==> src/rtl/epoch_time_to_decimal_year_assert.svh <==
// Assertion macros shared by the conversion pipeline.
`ifndef EPOCH_TIME_TO_DECIMAL_YEAR_ASSERT_SVH
`define EPOCH_TIME_TO_DECIMAL_YEAR_ASSERT_SVH

// Same-cycle implication, disabled during reset.
`define ETDY_ASSERT_IMP(lbl, clk, rst, ante, cons) \
  lbl: assert property (@(posedge clk) disable iff (rst) (ante) |-> (cons)) \
    else $error("etdy assertion failed");

// Next-cycle implication, disabled during reset.
`define ETDY_ASSERT_NXT(lbl, clk, rst, ante, cons) \
  lbl: assert property (@(posedge clk) disable iff (rst) (ante) |=> (cons)) \
    else $error("etdy assertion failed");

`endif

==> src/rtl/etdy_pkg.sv <==
`timescale 1ns / 1ps
// ----------------------------------------------------------------------------
// etdy_pkg
// Constants, reciprocals and transaction types for the epoch-to-year pipeline.
// ----------------------------------------------------------------------------
package etdy_pkg;

  localparam int FRAC_BITS_DEF = 40;
  localparam int SECS_W        = 38;
  localparam int USEC_W        = 20;
  localparam int YEAR_W        = 14;
  localparam int FRAC_W        = 40;
  localparam int NUM_W         = 45;
  localparam int REM_W         = NUM_W + 1;

  localparam logic [USEC_W-1:0] USEC_MAX = USEC_W'(999999);

  // Seconds per day is 128 * 675; divide the seconds shifted down by 7 by 675
  localparam logic [31:0] DAY_RECIP  = 32'((64'd1 << 41) / 64'd675);
  localparam logic [22:0] C400_RECIP = 23'((64'd1 << 40) / 64'd146097);
  localparam logic [21:0] C4_RECIP   = 22'((64'd1 << 32) / 64'd1461);

  localparam logic [37:0] SECS_PER_DAY  = 38'd86400;
  localparam logic [21:0] DAYS_TO_EPOCH = 22'd719162;
  localparam logic [21:0] DAYS_400Y     = 22'd146097;
  localparam logic [17:0] DAYS_100Y     = 18'd36524;
  localparam logic [11:0] DAYS_4Y       = 12'd1461;
  localparam logic [10:0] DAYS_1Y       = 11'd365;

  localparam logic [NUM_W-1:0] DEN_COMMON = NUM_W'(64'd31536000000000);
  localparam logic [NUM_W-1:0] DEN_LEAP   = NUM_W'(64'd31622400000000);

  // Calendar split handed to the scaling stages
  typedef struct packed {
    logic [YEAR_W-1:0] year;
    logic              leap;
    logic [8:0]        day_of_year;
    logic [16:0]       sod;
    logic [USEC_W-1:0] usec;
  } etdy_cal_t;

  // Microseconds into the year handed to the divider
  typedef struct packed {
    logic [YEAR_W-1:0] year;
    logic              leap;
    logic [NUM_W-1:0]  num;
  } etdy_num_t;

endpackage

==> src/rtl/etdy_scale.sv <==
`timescale 1ns / 1ps
// ----------------------------------------------------------------------------
// etdy_scale
// Two-stage conversion of day, second and microsecond into microseconds.
// ----------------------------------------------------------------------------
module etdy_scale (
  input  logic                clk,
  input  logic                rst,
  input  logic                en,
  input  logic                in_valid,
  input  etdy_pkg::etdy_cal_t cal,
  output logic                out_valid,
  output etdy_pkg::etdy_num_t numo
);
  import etdy_pkg::*;

  logic [1:0]        vld;
  logic [24:0]       siy;
  logic [USEC_W-1:0] usec;
  logic [YEAR_W-1:0] year;
  logic              leap;

  // Advance the valid bits
  always_ff @(posedge clk) begin
    if (rst) begin
      vld <= '0;
    end else if (en) begin
      vld <= {vld[0], in_valid};
    end
  end
  assign out_valid = vld[1];

  // Seconds into the year, then microseconds into the year
  always_ff @(posedge clk) begin
    if (en) begin
      siy       <= 25'(cal.day_of_year) * 25'(86400) + 25'(cal.sod);
      usec      <= cal.usec;
      year      <= cal.year;
      leap      <= cal.leap;
      numo.num  <= NUM_W'(siy) * NUM_W'(1000000) + NUM_W'(usec);
      numo.year <= year;
      numo.leap <= leap;
    end
  end

endmodule

==> config.mk <==
export PLATFORM = sky130hd
export DESIGN_NAME = etdy_scale
export DESIGN_NICKNAME = d
export VERILOG_FILES = /design/src/rtl/epoch_time_to_decimal_year_assert.svh /design/src/rtl/etdy_pkg.sv /design/src/rtl/etdy_scale.sv
export SDC_FILE = /design/constraint.sdc
export NUM_CORES = 1
export LEC_CHECK = 0
export ABC_CLOCK_PERIOD_IN_PS = 6400
export BUFFER_PORTS_ARGS = -buffer_cell sky130_fd_sc_hd__buf_2
export CORE_UTILIZATION = 30
export DETAILED_ROUTE_END_ITERATION = 12
export SLEW_MARGIN = 5
export SYNTH_ARGS = -nofsm -noshare
export SYNTH_HDL_FRONTEND = slang
export SYNTH_SLANG_ARGS = --single-unit
==> constraint.sdc <==
create_clock -name clk -period 6.4 [get_ports clk]
set_input_delay 0 -clock clk [delete_from_list [all_inputs] [get_ports clk]]
set_output_delay 0 -clock clk [all_outputs]
set_load 0.05 [all_outputs]
## Word-level counts from Yosys, hierarchy flattened

Index checks and enable logic that the tools add are counted.

- Logic and storage cells: 12
- Output and inout bits: 61
- Bits of input ports: 65
- Register bits: 122

- Add/sub/neg operators: 2
- $mul: 2

Operator list:

| kind | count |
|---|---|
| $add 45x20->45 | 1 |
| $mul 25x14->39 const B | 1 |
| $add 25x17->25 | 1 |
| $mul 9x10->18 const B | 1 |

## Longest topological paths before layout

- Depth after elaboration: 2
- Depth in mapped cells: 23
- Gate-level depth less buffers: 23

## Least setup slack after synthesis

Ideal clock, no wire load.

- Path kind: register to register
- Start point: register siy[1]
- End point: register numo[44] in the netlist's numbering, data pin
- Stages on the path, launching flop included: 22
- Period minus slack after synthesis: 6.062 ns
- Path slack: 0.338 ns
- Data arrival time: 5.802 ns
- Library setup time: 0.260 ns
- Data required time: 6.140 ns
- Path buffers: 0
- Cells stage by stage: edfxtp_1 -> inv_1 -> fa_1 -> inv_1 -> fa_1 -> fa_1 -> fa_1 -> ha_1 -> inv_1 -> fa_1 -> inv_1 -> ha_1 -> a21oi_1 -> o21ai_1 -> nor2_2 -> a31oi_1 -> or4_1 -> a31o_1 -> a21oi_1 -> xnor2_1 -> nand4_1 -> xnor2_1

- Cells in the longest elaborated chain, start to end: 2

RTL lines:

| element | RTL line | source |
|---|---|---|
| start: declaration | etdy_scale.sv:18 | `logic [24:0] siy;` |
| start signal: assignment | etdy_scale.sv:36 | `siy <= 25'(cal.day_of_year) * 25'(86400) + 25'(cal.sod);` |
| $mul 25x14->39 | etdy_scale.sv:40 | `numo.num <= NUM_W'(siy) * NUM_W'(1000000) + NUM_W'(usec);` |
| $add 45x20->45 | etdy_scale.sv:40 |  |
| end: declaration | etdy_scale.sv:13 | `output etdy_pkg::etdy_num_t numo` |

Every way passes these cells.
A chain may end at the register's enable or synchronous reset.

## Worst setup path in the final report

- Start point: register siy[1]
- End point: register numo[32] in the netlist's numbering, data pin

Same word-level chain as after synthesis.

==> flow_summary_export.csv <==
group,metric,value,unit
placed_design,dpl.hpwl,21990,um
cts,cts_tree,"built",
critical_path,cpMostUsedCell,"fa_1",
cells_and_area,mostFrequentLayoutCells,"inv_1, ha_1, buf_2, edfxtp_1, fa_1",
synthesis,synth_enable_flop_cells,120,
synthesis,ys_dominant_reg_cell,"edfxtp_1",
global_routing,grt_pass1_wl,43320,um
sta,slew_violations,0,
run,maxCapViolations,0,
critical_path,start_kind,"flip-flop",
route,met1Wirelength,13320,um
cts,htreeDepth,4,
cells_and_area,antenna_cells,0,
route,via_count,8672,
hold_path,min_path_type,"in -> reg",
synthesis,synth_fp_nets,1533,
sta,fin_crit,6.181,ns
global_routing,gr-usage-all-layers,12.91,%
cells_and_area,fin_cells,1934,
placed_design,portBuffers,125,
critical_path,rrSetupSlack,0.22,ns
cts,cts_max_path_buffers,2,
sta,worst_pin_slew,0.8187,ns
critical_path,reg2reg_to,"numo[32]",
critical_path,crit_path_max_incr_delay,0.59,ns
floorplanning,die_h,206.3,um
placed_design,gp_congestion,0.8604,
critical_path,slowest_stage,"fa_1",
synthesis,netlist_area,12530,um2
route,drt_iter0_drc,422,
synthesis,yosys_warnings,0,
route,met2WireLength,12600,um
sta,relSlewSlack,45.42,%
critical_path,critical_path_class,"reg -> reg",
critical_path,crit_start,"siy[1]",
floorplanning,io_pins,126,
floorplanning,rows,74,
cells_and_area,nFillCells,3998,
global_routing,grt_overflow,0,
route,routedWlPerCell,14.00,um
synthesis,async_reset_ff_share,0,%
sta,rsz0062_at_grt,"yes",
cells_and_area,final-seq-area,3643,um2
critical_path,end_kind,"flip-flop",
critical_path,rr_startpoint,"siy[1]",
floorplanning,die-width,206.3,um
cts,clock-sinks,122,
placed_design,placed_cells,1837,
synthesis,syn_inst,1148,
outcome,outcome,"finished, violations left",
route,route.met3.wl,793,um
cells_and_area,multi_input_area,8283,um2
sta,final.period_utilization,96.58,%
synthesis,ys_seq_area_share,29.09,%
route,via_per_inst,4.484,
route,drc_errors,22,
critical_path,endpoint,"numo[32]",
route,dr.pass1.iters,8,
synthesis,yosysUniqueCellTypes,73,
sta,fin_worst_skew,0.008569,ns
hold_path,worstHoldStart,"cal[35]",
cells_and_area,layout.nets,1774,
route,ant_nets,0,
cts,cts_buffers,17,
global_routing,grt_pass1_vias,8791,
critical_path,path_cells,"inv_1 > fa_1 > inv_1 > fa_1 > fa_1 > fa_1 > ha_1 > inv_1 > fa_1 > inv_1 > ha_2 > and3_2 > and2_4 > and3_1 > o31ai_2 > nand4_1 > nor4_4 > nand2_4 > buf_4 > nor4_1 > xor2_1",
cells_and_area,final_common_cell,"inv_1",
critical_path,cp_max_fo,6,
floorplanning,die-area,42570,um2
floorplanning,core_area,41020,um2
outcome,violations,"design-rule violations",
synthesis,avgSynthCellArea,10.91,um2
route,highest_layer,"met4",
route,routed_wl,27070,um
cells_and_area,syn_to_final_growth,24.33,%
cts,path_clk_slew,0.06,ns
cts,clk_latency,0.44,ns
global_routing,grt_antenna_before_repair,0,
critical_path,crit_required,6.57,ns
sta,finalHoldViolCount,0,
critical_path,crit_arrival,6.35,ns
synthesis,ys_ff_latch,122,
critical_path,rr_worst_depth,21,
sta,setup_violations,0,
global_routing,grt_max_degree,63,
cells_and_area,layout-drive-gt1-share,21.26,%
cts,root_buffer,"clkbuf_16",
floorplanning,start_util,30.54,%
sta,fmax,0.1618,GHz
-- repair_timing --
action | in CTS | in global routing
setup endpoints to repair | 1 | 15
pin swaps | 0 | 24
resized for setup | 2 | 68
gates cloned | 0 | 0
setup buffers | 0 | 18
hold buffers | 47 | 0
endpoints found under the hold margin | 46 | 0
-- registers in the layout, summed over array words and instances, names as in the netlist --
name / flops
numo: 60
vld: 2
year: 14
usec: 20
leap: 1
siy: 25
-- how the worst min path moves through the flow --
stage,endpoint,cells past startpoint
floorplan,vld[0],1
global placement,vld[1],2
detailed placement,year[9],1
CTS,siy[15],3
global route,siy[15],3
finish,siy[15],3
-- cell families (layout without fill, tap and decap cells) --
logic type               after synthesis  after routing  synth area share [%]
flip-flops                           122            122                 29.09
AND/OR/NAND/NOR                      185            185                 8.071
multiplexers                           3              3                0.2397
XOR/XNOR                              94             94                 6.633
AO/OA/AOI/OAI                        192            192                 10.10
adder cells (fa/ha/maj)              320            320                 38.86
buffers and inverters                232            486                 7.012
-- layout make-up --
cell class / count / area share (%)
inverters: 224 / 5.399
clock buffers: 17 / 2.732
repair buffers: 230 / 9.898
flip-flops and latches: 122 / 23.40
multi-input cells: 794 / 53.19
well taps: 532 / 4.274
clock inverters: 15 / 1.117
-- synthesized netlist by cell type, types with 3 or more instances --
cell type | count | area share, %
a211oi_1 | 5 | 0.30
a21oi_2 | 5 | 0.35
nand4_1 | 9 | 0.45
a31oi_1 | 6 | 0.30
inv_1 | 224 | 6.7
xnor2_1 | 75 | 5.2
mux2i_1 | 3 | 0.24
o21ai_0 | 31 | 1.2
o2111ai_1 | 4 | 0.28
nor3_1 | 11 | 0.44
ha_1 | 205 | 20
fa_1 | 115 | 18
nor2_1 | 41 | 1.2
a211o_1 | 3 | 0.21
o21a_1 | 13 | 0.78
nor2b_1 | 7 | 0.35
nand3_1 | 8 | 0.32
or2_2 | 4 | 0.20
nand2b_1 | 9 | 0.45
buf_2 | 6 | 0.24
o21bai_1 | 12 | 0.72
a21oi_1 | 62 | 2.5
and4_1 | 3 | 0.21
xor2_1 | 18 | 1.3
o21ai_1 | 4 | 0.16
edfxtp_1 | 120 | 29
nand2_1 | 52 | 1.6
nor4_1 | 4 | 0.20
and3_1 | 8 | 0.40
and2_1 | 4 | 0.20
o211ai_1 | 10 | 0.60
a21o_1 | 16 | 0.96
-- layer usage --
layer	up-vias	GRT usage (%)
met4	0	3.965
met2	142	21.26
met5	-	0
met3	23	1.908
met1	4114	17.37
li1	4393	-
-- per-stage QoR --
| step | hold slack, ns | setup slack [ns] | cell area (um2) | setup TNS (ns) | utilization, % |
|---|---|---|---|---|---|
| 2_1_floorplan | 0.07238 | 0.3377 | 12530 | 0 | - |
| 4_1_cts | 0.01446 | 0.002139 | 15160 | 0 | 36.97 |
| 3_5_place_dp | 0.1781 | 0.03277 | 14080 | 0 | 34.33 |
| 5_1_grt | 0.04296 | -0.02647 | 15570 | -0.05588 | 37.97 |
| 3_3_place_gp | 0.1725 | 0.05523 | 14080 | 0 | 34.33 |
| 6_report | 0.03695 | 0.2190 | 15570 | 0 | 37.97 |
-- worst max-delay path: cells and delay by family, from the launching register on --
family                   cells  cell delay, ns
flip-flops                   1            0.40
AND/OR/NAND/NOR              7            1.55
buffers and inverters        5            0.43
AO/OA/AOI/OAI                1            0.25
adder cells (fa/ha/maj)      7            3.18
XOR/XNOR                     1            0.12
Power is not shown: default switching activity piles up to over one toggle a cycle in this logic, so the estimate is an artifact.
