File: src/rtl/epoch_time_to_decimal_year_assert.svh
// Assertion macros shared by the conversion pipeline.
`ifndef EPOCH_TIME_TO_DECIMAL_YEAR_ASSERT_SVH
`define EPOCH_TIME_TO_DECIMAL_YEAR_ASSERT_SVH

// Same-cycle implication, disabled during reset.
`define ETDY_ASSERT_IMP(lbl, clk, rst, ante, cons) \
  lbl: assert property (@(posedge clk) disable iff (rst) (ante) |-> (cons)) \
    else $error("etdy assertion failed");

// Next-cycle implication, disabled during reset.
`define ETDY_ASSERT_NXT(lbl, clk, rst, ante, cons) \
  lbl: assert property (@(posedge clk) disable iff (rst) (ante) |=> (cons)) \
    else $error("etdy assertion failed");

`endif

File: src/rtl/etdy_pkg.sv
`timescale 1ns / 1ps
// ----------------------------------------------------------------------------
// etdy_pkg
// Constants, reciprocals and transaction types for the epoch-to-year pipeline.
// ----------------------------------------------------------------------------
package etdy_pkg;

  localparam int FRAC_BITS_DEF = 40;
  localparam int SECS_W        = 38;
  localparam int USEC_W        = 20;
  localparam int YEAR_W        = 14;
  localparam int FRAC_W        = 40;
  localparam int NUM_W         = 45;
  localparam int REM_W         = NUM_W + 1;

  localparam logic [USEC_W-1:0] USEC_MAX = USEC_W'(999999);

  // Seconds per day is 128 * 675; divide the seconds shifted down by 7 by 675
  localparam logic [31:0] DAY_RECIP  = 32'((64'd1 << 41) / 64'd675);
  localparam logic [22:0] C400_RECIP = 23'((64'd1 << 40) / 64'd146097);
  localparam logic [21:0] C4_RECIP   = 22'((64'd1 << 32) / 64'd1461);

  localparam logic [37:0] SECS_PER_DAY  = 38'd86400;
  localparam logic [21:0] DAYS_TO_EPOCH = 22'd719162;
  localparam logic [21:0] DAYS_400Y     = 22'd146097;
  localparam logic [17:0] DAYS_100Y     = 18'd36524;
  localparam logic [11:0] DAYS_4Y       = 12'd1461;
  localparam logic [10:0] DAYS_1Y       = 11'd365;

  localparam logic [NUM_W-1:0] DEN_COMMON = NUM_W'(64'd31536000000000);
  localparam logic [NUM_W-1:0] DEN_LEAP   = NUM_W'(64'd31622400000000);

  // Calendar split handed to the scaling stages
  typedef struct packed {
    logic [YEAR_W-1:0] year;
    logic              leap;
    logic [8:0]        day_of_year;
    logic [16:0]       sod;
    logic [USEC_W-1:0] usec;
  } etdy_cal_t;

  // Microseconds into the year handed to the divider
  typedef struct packed {
    logic [YEAR_W-1:0] year;
    logic              leap;
    logic [NUM_W-1:0]  num;
  } etdy_num_t;

endpackage

File: src/rtl/etdy_calendar.sv
`timescale 1ns / 1ps
// ----------------------------------------------------------------------------
// etdy_calendar
// Eight-stage split of epoch seconds into Gregorian year and day of year.
// ----------------------------------------------------------------------------
module etdy_calendar (
  input  logic                       clk,
  input  logic                       rst,
  input  logic                       en,
  input  logic                       in_valid,
  input  logic [etdy_pkg::SECS_W-1:0] secs_in,
  input  logic [etdy_pkg::USEC_W-1:0] usec_in,
  output logic                       out_valid,
  output etdy_pkg::etdy_cal_t        cal
);
  import etdy_pkg::*;

  logic [7:0] vld;

  logic [SECS_W-1:0] s1_secs;
  logic [USEC_W-1:0] s1_usec;
  logic [62:0]       s1_prod;
  logic [21:0]       s2_days;
  logic [16:0]       s2_sod;
  logic [USEC_W-1:0] s2_usec;
  logic [21:0]       s3_d;
  logic [44:0]       s3_prod;
  logic [16:0]       s3_sod;
  logic [USEC_W-1:0] s3_usec;
  logic [4:0]        s4_n400;
  logic [17:0]       s4_d400;
  logic [16:0]       s4_sod;
  logic [USEC_W-1:0] s4_usec;
  logic [4:0]        s5_n400;
  logic [1:0]        s5_n100;
  logic [15:0]       s5_d100;
  logic [16:0]       s5_sod;
  logic [USEC_W-1:0] s5_usec;
  logic [4:0]        s6_n400;
  logic [1:0]        s6_n100;
  logic [15:0]       s6_d100;
  logic [37:0]       s6_prod;
  logic [16:0]       s6_sod;
  logic [USEC_W-1:0] s6_usec;
  logic [4:0]        s7_n400;
  logic [1:0]        s7_n100;
  logic [4:0]        s7_n4;
  logic [11:0]       s7_d4;
  logic [16:0]       s7_sod;
  logic [USEC_W-1:0] s7_usec;

  logic [21:0] s2_days_next;
  logic [16:0] s2_sod_next;
  logic [37:0] rem_day;
  logic [4:0]  s4_n400_next;
  logic [17:0] s4_d400_next;
  logic [21:0] rem_400;
  logic [1:0]  s5_n100_next;
  logic [4:0]  s7_n4_next;
  logic [11:0] s7_d4_next;
  logic [15:0] rem_4;
  logic [1:0]  n1;
  logic [YEAR_W-1:0] year_next;

  // Advance the valid bits with the data
  always_ff @(posedge clk) begin
    if (rst) begin
      vld <= '0;
    end else if (en) begin
      vld <= {vld[6:0], in_valid};
    end
  end
  assign out_valid = vld[7];

  // Correct the day quotient estimate by one step
  always_comb begin
    rem_day      = s1_secs - 38'(s1_prod[62:41]) * SECS_PER_DAY;
    s2_days_next = s1_prod[62:41];
    s2_sod_next  = rem_day[16:0];
    if (rem_day >= SECS_PER_DAY) begin
      s2_days_next = s1_prod[62:41] + 22'd1;
      s2_sod_next  = 17'(rem_day - SECS_PER_DAY);
    end
  end

  // Correct the 400-year cycle quotient
  always_comb begin
    rem_400      = s3_d - 22'(s3_prod[44:40]) * DAYS_400Y;
    s4_n400_next = s3_prod[44:40];
    s4_d400_next = rem_400[17:0];
    if (rem_400 >= DAYS_400Y) begin
      s4_n400_next = s3_prod[44:40] + 5'd1;
      s4_d400_next = 18'(rem_400 - DAYS_400Y);
    end
  end

  // Count centuries, the last one is open-ended
  always_comb begin
    s5_n100_next = 2'd0;
    if (s4_d400 >= DAYS_100Y) s5_n100_next = 2'd1;
    if (s4_d400 >= 18'(3'd2 * DAYS_100Y)) s5_n100_next = 2'd2;
    if (s4_d400 >= 18'(3'd3 * DAYS_100Y)) s5_n100_next = 2'd3;
  end

  // Correct the 4-year cycle quotient
  always_comb begin
    rem_4      = s6_d100 - 16'(s6_prod[36:32]) * 16'(DAYS_4Y);
    s7_n4_next = s6_prod[36:32];
    s7_d4_next = rem_4[11:0];
    if (rem_4 >= 16'(DAYS_4Y)) begin
      s7_n4_next = s6_prod[36:32] + 5'd1;
      s7_d4_next = 12'(rem_4 - 16'(DAYS_4Y));
    end
  end

  // Count single years, the last one is open-ended
  always_comb begin
    n1 = 2'd0;
    if (s7_d4 >= 12'(DAYS_1Y)) n1 = 2'd1;
    if (s7_d4 >= 12'(3'd2 * DAYS_1Y)) n1 = 2'd2;
    if (s7_d4 >= 12'(3'd3 * DAYS_1Y)) n1 = 2'd3;
    year_next = YEAR_W'(s7_n400) * YEAR_W'(400) + YEAR_W'(s7_n100) * YEAR_W'(100)
              + YEAR_W'(s7_n4) * YEAR_W'(4) + YEAR_W'(n1) + YEAR_W'(1);
  end

  // Hold the payload registers while stalled
  always_ff @(posedge clk) begin
    if (en) begin
      s1_secs <= secs_in;
      s1_usec <= (usec_in > USEC_MAX) ? USEC_MAX : usec_in;
      s1_prod <= 63'(secs_in[37:7]) * 63'(DAY_RECIP);

      s2_days <= s2_days_next;
      s2_sod  <= s2_sod_next;
      s2_usec <= s1_usec;

      s3_d    <= s2_days + DAYS_TO_EPOCH;
      s3_prod <= 45'(s2_days + DAYS_TO_EPOCH) * 45'(C400_RECIP);
      s3_sod  <= s2_sod;
      s3_usec <= s2_usec;

      s4_n400 <= s4_n400_next;
      s4_d400 <= s4_d400_next;
      s4_sod  <= s3_sod;
      s4_usec <= s3_usec;

      s5_n400 <= s4_n400;
      s5_n100 <= s5_n100_next;
      s5_d100 <= 16'(s4_d400 - 18'(s5_n100_next) * DAYS_100Y);
      s5_sod  <= s4_sod;
      s5_usec <= s4_usec;

      s6_n400 <= s5_n400;
      s6_n100 <= s5_n100;
      s6_d100 <= s5_d100;
      s6_prod <= 38'(s5_d100) * 38'(C4_RECIP);
      s6_sod  <= s5_sod;
      s6_usec <= s5_usec;

      s7_n400 <= s6_n400;
      s7_n100 <= s6_n100;
      s7_n4   <= s7_n4_next;
      s7_d4   <= s7_d4_next;
      s7_sod  <= s6_sod;
      s7_usec <= s6_usec;

      cal.year        <= year_next;
      cal.leap        <= (n1 == 2'd3) && ((s7_n4 != 5'd24) || (s7_n100 == 2'd3));
      cal.day_of_year <= 9'(s7_d4 - 12'(n1) * 12'(DAYS_1Y));
      cal.sod         <= s7_sod;
      cal.usec        <= s7_usec;
    end
  end

endmodule

File: config.mk
export PLATFORM = sky130hd
export DESIGN_NAME = etdy_calendar
export DESIGN_NICKNAME = d
export VERILOG_FILES = /design/src/rtl/epoch_time_to_decimal_year_assert.svh /design/src/rtl/etdy_pkg.sv /design/src/rtl/etdy_calendar.sv
export SDC_FILE = /design/constraint.sdc
export NUM_CORES = 2
export LEC_CHECK = 0
export BUFFER_PORTS_ARGS = -buffer_cell sky130_fd_sc_hd__buf_2
export CAP_MARGIN = 20
export CORE_MARGIN = 5
export CORE_UTILIZATION = 48
export CTS_BUF_LIST = sky130_fd_sc_hd__clkbuf_8
export CTS_CLUSTER_SIZE = 28
export DETAILED_ROUTE_END_ITERATION = 12
export HOLD_SLACK_MARGIN = 0.06
export PLACE_DENSITY = 0.63
export SLEW_MARGIN = 20
export SYNTH_ARGS = -nofsm -noshare
export SYNTH_HDL_FRONTEND = slang
export SYNTH_SLANG_ARGS = --single-unit
File: constraint.sdc
create_clock -name clk -period 9.25 [get_ports clk]
set_clock_uncertainty 0.1 [all_clocks]
set_input_delay 1.3875 -clock clk [delete_from_list [all_inputs] [get_ports clk]]
set_output_delay 1.3875 -clock clk [all_outputs]
set_load 0.1 [all_outputs]
== Yosys cells after proc, flatten, opt, wreduce, memory -nomap -nowiden ==
Index checks and enable logic that the tools add are counted.
Word-level totals
  input port bits: 62
  bits in registers: 625
  word-level logic and storage cells: 91
  output and inout bits: 62
Operators by class
  muxes and demuxes: 12
  reductions and logical operators: 2
  $add $sub $neg: 17
  multiply operators: 10
  $lt $le $gt $ge: 10
  equality and inequality tests: 3
Operator list (number)
  31-bit by 31-bit multiplier with 62-bit output (second input constant): 1
  23-bit by 23-bit multiplier with 45-bit output (second input constant): 1
  38-bit by 17-bit greater-or-equal comparator with 1-bit output (second input constant): 1
  38-bit subtractor: 1
  18-bit by 17-bit greater-or-equal comparator with 1-bit output (second input constant): 2
  16-bit by 17-bit multiplier with 32-bit output (second input constant): 1
  16-bit subtractor: 2
  22-bit by 10-bit multiplier with 31-bit output (second input constant): 1
  22-bit by 20-bit adder with 23-bit output (second input constant): 1
  22-bit by 1-bit adder with 22-bit output (second input constant): 1
  22-bit by 20-bit adder with 22-bit output (second input constant): 1
  22-bit by 18-bit greater-or-equal comparator with 1-bit output (second input constant): 1
  5-bit by 18-bit multiplier with 22-bit output (second input constant): 1
  22-bit 2-to-1 mux: 1
  22-bit subtractor: 1
  20-bit greater-than comparator (second input constant): 1
  18-bit by 16-bit greater-or-equal comparator with 1-bit output (second input constant): 1
  18-bit 2-to-1 mux: 1
  18-bit subtractor (second input constant): 1
  17-bit 2-to-1 mux: 1
  17-bit subtractor (second input constant): 1
  16-bit by 11-bit greater-or-equal comparator with 1-bit output (second input constant): 1
  5-bit by 11-bit multiplier with 16-bit output (second input constant): 1
  14-bit by 1-bit adder with 14-bit output (second input constant): 1
  other kinds (21): 28

== Logic depth before layout (Yosys ltp) ==
  word-level depth: 6
  depth in mapped cells: 32
  gate-level depth less buffers: 32

== Worst setup path after synthesis ==
OpenSTA, ideal clock, no wires.
  path type: flip-flop to flip-flop
  from: register s2_days[2]
  to: register s3_prod[44] (data pin)
  arrival time: 7.763 ns
  path buffers: 0
  path slack: 1.121 ns
  stages on the path, launching flop included: 30
  period minus slack after synthesis: 8.129 ns
  cells stage by stage: edfxtp_1 -> ha_1 -> nor3_1 -> nand2b_1 -> a31oi_1 -> nor2_1 -> or3_1 -> xnor2_1 -> inv_1 -> fa_1 -> inv_1 -> fa_1 -> fa_1 -> fa_1 -> inv_1 -> fa_1 -> fa_1 -> inv_1 -> ha_1 -> ha_1 -> a21o_1 -> a21o_1 -> a21oi_1 -> nand2_1 -> a211oi_1 -> o21ai_0 -> a31oi_1 -> o31ai_1 -> o41ai_1 -> xnor2_1
Between the ends
  cells in the longest elaborated chain, start to end: 2
Ends and longest elaborated chain
  start: declaration: RTL line etdy_calendar.sv:23  | logic [21:0] s2_days;
  start signal: assignment: RTL line etdy_calendar.sv:133  | s2_days <= s2_days_next;
  22-bit by 20-bit adder with 23-bit output: RTL line etdy_calendar.sv:138  | s3_prod <= 45'(s2_days + DAYS_TO_EPOCH) * 45'(C400_RECIP);
  23-bit by 23-bit multiplier with 45-bit output: RTL line etdy_calendar.sv:138
  end signal: assignment: RTL line etdy_calendar.sv:138
  end: declaration: RTL line etdy_calendar.sv:27  | logic [44:0] s3_prod;
No other way between the ends.
A chain may end at the register's enable or synchronous reset.

== Final worst setup path ==
  from: register s1_prod[44]
  to: register s2_days[1] (data pin)
Between the ends
  cells in the longest elaborated chain, start to end: 4
Ends and longest elaborated chain
  start: declaration: RTL line etdy_calendar.sv:22  | logic [62:0] s1_prod;
  start signal: assignment: RTL line etdy_calendar.sv:131  | s1_prod <= 63'(secs_in[37:7]) * 63'(DAY_RECIP);
  22-bit by 10-bit multiplier with 31-bit output: RTL line etdy_calendar.sv:77  | rem_day = s1_secs - 38'(s1_prod[62:41]) * SECS_PER_DAY;
  38-bit subtractor: RTL line etdy_calendar.sv:77
  38-bit by 17-bit greater-or-equal comparator with 1-bit output: RTL line etdy_calendar.sv:80  | if (rem_day >= SECS_PER_DAY) begin
  22-bit 2-to-1 mux: RTL line etdy_calendar.sv:80
  net s2_days_next[1]: RTL line etdy_calendar.sv:52  | logic [21:0] s2_days_next;
The timed path passes the listed nets, and every way through them passes these cells.

==> impl_metrics.env <==
export IMPL_status="completed"
export IMPL_critical_path_required_ps=9610
export IMPL_highest_attainable_clock_frequency_mhz=114
export IMPL_drt_drc_violations_left=0
export IMPL_initial_utilization_pct=48.5
export IMPL_chipHeight_um=344
export IMPL_worst_setup_slack_for_register_to_register_paths_ps=500
export IMPL_wire_length_of_the_first_global_routing_pass_mm=183
export IMPL_synth_area_leader_cell="sky130_fd_sc_hd__edfxtp_1"
export IMPL_global_route_overflow_total=0
export IMPL_worstHoldPathCells=0
export IMPL_worst_setup_path_start_kind="register"
export IMPL_tritoncts_clock_tree="built"
export IMPL_synth_edf_count=510
export IMPL_syn_avg_cell_area_sq_um=11.7
export IMPL_timing_worst_slew_pin_value_ps=1060
export IMPL_synth_async_sr_flop_share_pct=0
export IMPL_final_period_minus_worst_setup_slack_ps=8750
export IMPL_firstDrtPassIters=5
export IMPL_worst_r2r_startpoint="s1_prod[44]"
export IMPL_postRouteWirelength_mm=112
export IMPL_drt_antenna_violating_nets=0
export IMPL_vias_per_cell=5.09
export IMPL_cts_htree_levels=3
export IMPL_timing_final_crit_share_pct=94.6
export IMPL_drt_first_iter_violations=1631
export IMPL_place_detailed_instances=6214
export IMPL_rsz0062_at_grt="no"
export IMPL_die_width_um=344
export IMPL_final_setup_viol_count=0
export IMPL_synth_main_ff_cell="sky130_fd_sc_hd__edfxtp_1"
export IMPL_initial_antenna_violation_count=1
export IMPL_dieArea_sq_um=119000
export IMPL_cts_root_buffer_cell="sky130_fd_sc_hd__clkbuf_8"
export IMPL_worst_skew_pair_late_latency_ps=740
export IMPL_grt_max_degree=203
export IMPL_max_slew_margin_pct=29.4
export IMPL_vias_in_the_first_global_route=34456
export IMPL_mappedNetlistArea_sq_um=53700
export IMPL_critPathSlowestCell="sky130_fd_sc_hd__edfxtp_1"
export IMPL_critical_path_peak_fanout=29
export IMPL_io_pins=124
export IMPL_layout_cell_share_with_drive_strength_beyond_1_pct=6.78
export IMPL_critPathMaxStageDelay_ps=620
export IMPL_tritoncts_num_buffers=89
export IMPL_crit_path_end_kind="register"
export IMPL_synth_top_cells_by_count="sky130_fd_sc_hd__inv_1 (1086), sky130_fd_sc_hd__ha_1 (1035), sky130_fd_sc_hd__fa_1 (625)"
export IMPL_min_delay_worst_endpoint="s7_sod[13]"
export IMPL_synth_fp_nets=6315
export IMPL_synth_distinct_cells=85
export IMPL_slew_viol_final=0
export IMPL_areaGrowthSynthToFinish_pct=8.56
export IMPL_criticalPathCategory="reg2reg"
export IMPL_cp_data_arrival_time_ps=9110
export IMPL_drv_cap=0
export IMPL_worstHoldPathType="reg2reg"
export IMPL_final_hold_viol_count=0
export IMPL_tritoncts_num_sinks=518
export IMPL_cts_buffer_depth=3
export IMPL_setup_total_negative_slack_ps=0
export IMPL_worst_r2r_endpoint="s2_days[1]"
export IMPL_clkTransAtPathRegs_ps=60
export IMPL_hold_path_startpoint="s6_sod[13]"
export IMPL_placementRows=122
export IMPL_routabilityCongestion=0.890
export IMPL_ys_top_cells_by_area="sky130_fd_sc_hd__edfxtp_1 (29%), sky130_fd_sc_hd__ha_1 (24%), sky130_fd_sc_hd__fa_1 (23%)"
export IMPL_yosys_area_top_type_share_pct=28.5
export IMPL_synth_sequential_area_ratio_pct=28.8
export IMPL_track_usage_pct=19.6
export IMPL_synthesis_instances=4593
export IMPL_port_buffer_count=123
export IMPL_synth_most_common_cell="sky130_fd_sc_hd__inv_1"
export IMPL_core_area_sq_um=111000
export IMPL_synthesis_yosys_warnings=0
export IMPL_finish_net_count=6544
export IMPL_instances_no_fill=6386
export IMPL_synth_seq_cells=518
export IMPL_final_fill_count=9723
export IMPL_num_vias=32503
export IMPL_cell_count_of_the_worst_reg_to_reg_path=29
export IMPL_dp_hpwl_mm=93.6
export IMPL_drt_wirelength_per_cell_um=17.6
## layout make-up
type | count | area [sq um] | share of cell area [%]
Clock buffer | 92 | 1270 | 2.17
Inverter | 1086 | 4080 | 6.99
Tap cell | 1488 | 1860 | 3.19
Multi-Input combinational cell | 2964 | 34100 | 58.4
Timing Repair Buffer | 163 | 958 | 1.64
Antenna cell | 1 | 2.50 | 0.00429
Sequential cell | 518 | 15500 | 26.5
Clock inverter | 74 | 591 | 1.01
## stage by stage
step	hold slack [ps]	setup WS [ps]	utilization [%]	instance area, sq um
2_1_floorplan	300	1120	-	53700
3_3_place_gp	301	215	50.9	56400
3_5_place_dp	305	161	50.9	56400
4_1_cts	299	122	52.5	58200
5_1_grt	307	14.8	52.6	58300
6_report	296	502	52.6	58300
## registers in the layout (all words and copies together) (netlist names), 16 cells and up
register  count
cal          61
s1_prod      22
s1_secs      38
s1_usec      20
s2_days      22
s2_sod       17
s2_usec      20
s3_d         22
s3_sod       17
s3_usec      20
s4_d400      18
s4_sod       17
s4_usec      20
s5_d100      16
s5_sod       17
s5_usec      20
s6_d100      16
s6_sod       17
s6_usec      20
s7_sod       17
s7_usec      20
## cell families after synthesis
group	after synthesis	share of synthesized area, %
muxes	25	0.492
xor gates and xnor gates	239	3.90
DFF	518	28.8
and+or+nand+nor	486	4.68
buffers and inverters	1111	7.82
adders and majority gates	1660	47.4
AOI/OAI and AO/OA	554	6.87
## worst max path at each step
stage / to / slack [ps] / cells past startpoint / start
4_1_cts: s2_days[1] / 120 / 31 / s1_prod[48]
5_1_grt: s2_days[1] / 10 / 31 / s1_prod[48]
3_3_place_gp: s2_days[1] / 220 / 31 / s1_prod[48]
6_report: s2_days[1] / 500 / 29 / s1_prod[44]
3_5_place_dp: s2_days[1] / 160 / 31 / s1_prod[48]
2_1_floorplan: s3_prod[44] / 1120 / 29 / s2_days[2]
## worst max-delay path, delay by kind of cell (launching register included)
| family | cells | cell delay [ps] |
|---|---|---|
| AOI/OAI and AO/OA | 16 | 3260 |
| adders and majority gates | 7 | 2890 |
| and+or+nand+nor | 3 | 710 |
| DFF | 1 | 620 |
| muxes | 1 | 400 |
| buffers and inverters | 1 | 260 |
| xor gates and xnor gates | 1 | 210 |
## repair_timing
item | 4_1_cts | 5_1_grt
buffers inserted | 0 | 5
resized for setup | 0 | 5
setup endpoints to repair | 0 | 33
hold buffers | 0 | 0
## routing by layer
layer  up-vias  GRT usage (%)  wire length (um)
met5         -              0                 0
met3       135           3.16              4670
li1      15862              -                 -
met4         0           4.20              2250
met2       535           32.4             53000
met1     15971           27.4             52300
## cells in the final DEF (no fill, tap or decap), types with 10 or more instances in the layout
cell	synthesis	final
sky130_fd_sc_hd__o21bai_1	19	19
sky130_fd_sc_hd__nand4_1	28	28
sky130_fd_sc_hd__or3_1	10	10
sky130_fd_sc_hd__o21a_1	24	24
sky130_fd_sc_hd__a211oi_1	23	23
sky130_fd_sc_hd__nor2_1	109	109
sky130_fd_sc_hd__o21ai_0	78	78
sky130_fd_sc_hd__a21o_1	103	103
sky130_fd_sc_hd__a21boi_0	22	22
sky130_fd_sc_hd__nor2b_1	27	27
sky130_fd_sc_hd__buf_2	3	122
sky130_fd_sc_hd__ha_1	1035	1035
sky130_fd_sc_hd__nand2_1	101	101
sky130_fd_sc_hd__nor3_1	41	41
sky130_fd_sc_hd__o211ai_1	13	13
sky130_fd_sc_hd__clkinv_1	0	15
sky130_fd_sc_hd__or2_2	14	14
sky130_fd_sc_hd__clkbuf_8	0	92
sky130_fd_sc_hd__xnor2_1	148	148
sky130_fd_sc_hd__a21oi_1	161	161
sky130_fd_sc_hd__inv_1	1086	1118
sky130_fd_sc_hd__and2_1	21	21
sky130_fd_sc_hd__a2111oi_0	13	12
sky130_fd_sc_hd__nand2b_1	32	32
sky130_fd_sc_hd__xor2_1	91	90
sky130_fd_sc_hd__edfxtp_1	510	510
sky130_fd_sc_hd__buf_4	4	37
sky130_fd_sc_hd__and3_1	12	12
sky130_fd_sc_hd__nand3_1	43	43
sky130_fd_sc_hd__a31oi_1	21	20
sky130_fd_sc_hd__fa_1	625	625
sky130_fd_sc_hd__mux2i_1	17	17
Power is left out: the tool's default activity adds up to more than one toggle a clock period on the data nets, which glitch-free logic cannot reach.
